## src/rtl/ofd_pkg.sv

```systemverilog
// Shared constants, types and helpers for the orthonormal frame pipeline.
// No dependencies; every other file imports this package.
package ofd_pkg;

    localparam int DATA_W            = 32;   // component width, in and out
    localparam int ACC_W             = 64;   // squares, sums, dividends
    localparam int ROOT_W            = ACC_W / 2;
    localparam int DEN_W             = ROOT_W + 1;
    localparam int MIN_LEN_W         = 17;
    localparam int IN_FRAC_BITS_DEF  = 16;
    localparam int OUT_FRAC_BITS_DEF = 30;

    localparam logic [MIN_LEN_W-1:0] MIN_LEN_RST = MIN_LEN_W'(1);

    // Reference axis switch: |up.y| * RefDen > RefNum * one
    localparam logic [ACC_W-1:0] RefNum = ACC_W'(999);
    localparam logic [ACC_W-1:0] RefDen = ACC_W'(1000);

    typedef logic signed [DATA_W-1:0] comp_t;
    typedef logic [DATA_W-1:0]        mag_t;
    typedef logic [ACC_W-1:0]         acc_t;

    // Magnitude of a signed component; the most negative value maps to 2^31.
    function automatic mag_t mag_f(input comp_t v);
        mag_t m;
        m = v[DATA_W-1] ? mag_t'(-v) : mag_t'(v);
        return m;
    endfunction

endpackage

```

## src/rtl/ofd_sqrt.sv

```systemverilog
// Pipelined integer square root, one result bit per register stage.
// Carries a sideband word alongside; depends on ofd_pkg for the default input width.
module ofd_sqrt
    import ofd_pkg::*;
#(
    parameter int IN_W   = ACC_W,
    parameter int SIDE_W = 1
) (
    input  logic                  clk,
    input  logic                  rst_n,
    input  logic                  en,
    input  logic                  in_vld,
    input  logic [IN_W-1:0]       in_val,
    input  logic [SIDE_W-1:0]     in_side,
    output logic                  out_vld,
    output logic [IN_W/2-1:0]     out_root,
    output logic [SIDE_W-1:0]     out_side
);
    localparam int RW    = IN_W / 2;
    localparam int REM_W = RW + 2;

    logic              vld_reg  [RW];
    logic [IN_W-1:0]   rad_reg  [RW];
    logic [REM_W-1:0]  rem_reg  [RW];
    logic [RW-1:0]     root_reg [RW];
    logic [SIDE_W-1:0] side_reg [RW];

    genvar s;
    for (s = 0; s < RW; s++)
    begin : g_stg
        logic              vld_prev;
        logic [IN_W-1:0]   rad_prev;
        logic [REM_W-1:0]  rem_prev;
        logic [RW-1:0]     root_prev;
        logic [SIDE_W-1:0] side_prev;
        logic [REM_W+1:0]  trial;
        logic [REM_W+1:0]  cmp;
        logic [REM_W-1:0]  rem_next;
        logic [RW-1:0]     root_next;

        if (s == 0)
        begin : g_first
            assign vld_prev  = in_vld;
            assign rad_prev  = in_val;
            assign rem_prev  = '0;
            assign root_prev = '0;
            assign side_prev = in_side;
        end
        else
        begin : g_rest
            assign vld_prev  = vld_reg[s-1];
            assign rad_prev  = rad_reg[s-1];
            assign rem_prev  = rem_reg[s-1];
            assign root_prev = root_reg[s-1];
            assign side_prev = side_reg[s-1];
        end

        // Bring down the next two radicand bits and try 4*root + 1
        always_comb
        begin
            trial = {rem_prev, rad_prev[IN_W-1-2*s -: 2]};
            cmp   = (REM_W+2)'({root_prev, 2'b01});
            if (trial >= cmp)
            begin
                rem_next  = REM_W'(trial - cmp);
                root_next = {root_prev[RW-2:0], 1'b1};
            end
            else
            begin
                rem_next  = REM_W'(trial);
                root_next = {root_prev[RW-2:0], 1'b0};
            end
        end

        always_ff @(posedge clk or negedge rst_n)
        begin
            if (!rst_n)
            begin
                vld_reg[s] <= 1'b0;
            end
            else if (en)
            begin
                vld_reg[s] <= vld_prev;
            end
        end

        always_ff @(posedge clk)
        begin
            if (en)
            begin
                rad_reg[s]  <= rad_prev;
                rem_reg[s]  <= rem_next;
                root_reg[s] <= root_next;
                side_reg[s] <= side_prev;
            end
        end
    end

    assign out_vld  = vld_reg[RW-1];
    assign out_root = root_reg[RW-1];
    assign out_side = side_reg[RW-1];
endmodule

```

## config.mk

```make
export PLATFORM = sky130hd
export DESIGN_NAME = ofd_sqrt
export DESIGN_NICKNAME = d
export VERILOG_FILES = /design/src/rtl/ofd_pkg.sv /design/src/rtl/ofd_sqrt.sv
export SDC_FILE = /design/constraint.sdc
export NUM_CORES = 2
export LEC_CHECK = 0
export BUFFER_PORTS_ARGS = -buffer_cell sky130_fd_sc_hd__buf_4
export CORE_MARGIN = 5
export CORE_UTILIZATION = 65
export CTS_CLUSTER_SIZE = 14
export DETAILED_ROUTE_END_ITERATION = 8
export PLACE_DENSITY = 0.82
export RECOVER_POWER = 100
export SLEW_MARGIN = 20
export SYNTH_ARGS = -nofsm -noshare
export SYNTH_HDL_FRONTEND = slang
export SYNTH_MEMORY_MAX_BITS = 65536
export SYNTH_SLANG_ARGS = --single-unit
export TNS_END_PERCENT = 100
```

## constraint.sdc

```tcl
create_clock -name clk -period 7.95 [get_ports clk]
set_input_delay 0.3975 -clock clk [delete_from_list [all_inputs] [get_ports clk]]
set_output_delay 0.3975 -clock clk [all_outputs]
set_load 0.03 [all_outputs]
```

==> summary.txt <==
Outcome
  – Status: finished with violations
  – Failing checks: capacitance limit, slew limit

Synthesis
  – Synth Area in Adders: 5.83%
  – Ys Warns: 0
  – Mapped cell area: 121,000 um^2
  – Synth unique cells: 85
  – Post-synthesis sequential area ratio: between 60% and 70%
  – Syn Inst Count: 9,396
  – Net count after synthesis: approximately 10,000
  – Post-Synth XOR/XNOR Area: 6.13%
  – Multiplexer share of the synthesized area: 0.837%
  – Async S/R FF share, synth: 1.24%
  – Post-Synth Simple-Gate Area: 10.0%
  – Syn avg cell area: 12.8 um^2
  – Count of flip-flops with a built-in enable after synthesis: 2,555
  – Post-synthesis compound-gate area fraction: about 10%
  – Area share of the largest cell type after synthesis: 63.6%
  – Largest area contributor in the netlist: edfxtp_1
  – Largest cells by area after synthesis: edfxtp_1 (64%), ha_1 (5.8%), xnor2_1 (3.2%)
  – Synthesized flop and latch total: 2,587
  – Main flop type after synthesis: edfxtp_1
  – Main combinational cell family by area after synthesis: simple AND/OR/NAND/NOR gates

Clock network
  – Root Driver: clkbuf_16
  – Resized Gates After CTS: 0
  – Clk buf depth: 4
  – Clock sinks: between 2,000 and 3,000
  – H-tree depth: 5
  – Worst-path clk slew: ~0.06 ns
  – CTS tree: built
  – Worst-skew pair later-pin latency: 0.93 ns
  – Num CTS Buffers: 278

STA
  – Slew margin rel.: -260%
  – Final period utilization: 75.1%
  – Count of final hold-check violations: 0
  – Final setup fails: 0
  – RSZ-0062 raised after global routing: false
  – Skew final: roughly 0.066 ns
  – Final Max Slew Viols: 2,545
  – Fmax: ~170 MHz
  – Slew @ Worst Pin: roughly 5.4 ns
  – Final min period: 5.97 ns
  – Setup total negative slack: 0 ns

Global routing
  – Maximum number of pins on one net before global-route repair: 195
  – Global router's overall resource usage: 26.4%
  – Vias in the first global route: 73,574
  – First-pass GRT wire length: 404 mm
  – Grt ovf: 0
  – Initial antenna violation count: 0

Final layout
  – Layout cell share with drive strength beyond 1: 5.78%
  – Fillers: approximately 12,000
  – NumNets Final: 10,322
  – Final core utilization: 72.1%
  – Flip-flop count of the largest register after layout: 1,003
  – P&R area growth vs syn: 10.6%
  – ANT cells: 0

Power
  – Max rail drop VDD: 0.249 mV
  – Lkg Pwr: 51.1 nW
  – Power Dens Cells: 294 nW/um^2

Critical path
  – Worst endpoint required time: between 8 and 9 ns
  – Critical path startpoint category: primary input
  – WS Path Type: primary input to flip-flop
  – Nature of the critical path endpoint: flip-flop
  – Crit-path max FO: 194
  – Slowest cell delay on critical path: 3.25 ns
  – Critical path arrival: 6.38 ns
  – Crit path cell chain: dlygate4sd3_1, buf_16, clkbuf_1, clkbuf_2
  – CP max-delay cell: clkbuf_2

Drt
  – Vias: roughly 74,000
  – Wire per inst: 20.8 um
  – DR vias/cell: 6.01
  – DR DRC count: 0
  – Initial DRC count: 6,327
  – Wirelength, routed: between 200 and 300 mm
  – DRT Pass-1 Iters: 8
  – Final ANT Viol Nets: 0

Floorplan
  – Starting Density: approximately 65%
  – Width of the die: about 440 um
  – Row count: approximately 160
  – Core Region: between 150,000 and 200,000 um^2
  – Die area: 194,000 um^2
  – Die Height: 441 um
  – Ports: just over 100

Place
  – Hpwl dp: 179 mm
  – Number of port buffers: 102
  – RePlAce Congestion: 0.953

Hold path
  – Worst hold-check path type: primary input to flip-flop

Run
  – Max-cap viol count: 35
-- cell usage after synthesis (78+ instances only) --
cell type	count
or3_1	96
a21o_1	267
nand3_1	176
mux2_2	78
a21oi_1	598
o21ai_0	481
nor2_1	585
edfxtp_1	2555
clkbuf_1	185
nor2b_1	78
xor2_1	407
o21a_1	108
nand2_1	633
nand2b_1	117
nor4_1	127
xnor2_1	437
nor3_1	248
inv_1	712
ha_1	562
nand4_1	114
-- repair_timing --
action	in CTS	in global routing
hold buffers	71	0
setup buffers	0	0
hold endpoints to repair	162	0
-- metrics by stage --
step	hold WS, ns	cells	setup WS [ns]	total power, mW	cell area, um^2
after floorplan	0.102	9396	4.43	23.9	121000
after global placement	0.338	11820	3.16	26.3	124000
after detailed placement	0.355	11820	3.15	26.5	124000
after CTS	0.118	12361	3.07	39.4	134000
after global routing	0.179	12361	1.56	41.1	133000
final	0.205	12361	1.98	39.2	133000
-- cells by family after synthesis --
group,after synthesis
flip-flops,2587
AND/OR/NAND/NOR,2463
AO/OA/AOI/OAI,1925
buffers and inverters,923
XOR/XNOR,844
adder cells (fa/ha/maj),562
multiplexers,91
other,1
-- where the power goes --
part | switching [mW] | internal, mW | total [mW]
Clock | 5.07 | 7.67 | 12.7
Sequential | 1.24 | 17.3 | 18.5
Combinational | 4.71 | 3.25 | 7.96
-- per-layer routing --
layer,track usage (%),share of wire [%]
met1,33.8,40
met2,45.8,50
met3,3.70,5.1
met4,10.7,4.3
met5,0,0
-- cell type report --
class | instances | area [um^2] | area share, %
flip-flops and latches | 2587 | 77500 | 58.1
multi-input cells | 5886 | 39600 | 29.7
clock buffers | 345 | 7430 | 5.57
well taps | 2480 | 3100 | 2.33
inverters | 719 | 2700 | 2.02
repair buffers | 219 | 1590 | 1.19
clock inverters | 125 | 1460 | 1.09
-- worst max-delay path, delay by kind of cell --
family                 cells  cell delay (ns)
buffers and inverters      4             5.66
-- worst paths after layout --
kind,from,end,slack [ns],cells past startpoint
hold / removal,in_val[1],rad_reg[0][1],0.21,2
hold reg to reg,rad_reg[6][73],rad_reg[6][137],0.40,0
max in group asynchronous,rst_n,g_stg[22].vld_prev,5.80,4
setup reg to reg,root_reg[7][17],rem_reg[29][8],2.04,9
min in group asynchronous,rst_n,g_stg[1].vld_prev,1.14,4
setup / recovery,en,rad_reg[0][108],1.98,4
-- cell usage in the layout (no fill, tap or decap), drive strengths merged, types with 407 or more instances in the layout --
cell type / netlist / routed
clkbuf: 185 / 485
inv: 716 / 720
nor2: 585 / 585
xnor2: 437 / 437
edfxtp: 2555 / 2555
ha: 562 / 562
nand2: 633 / 633
a21oi: 598 / 598
xor2: 407 / 407
o21ai: 485 / 485
Power figures use the tool's default switching activity.
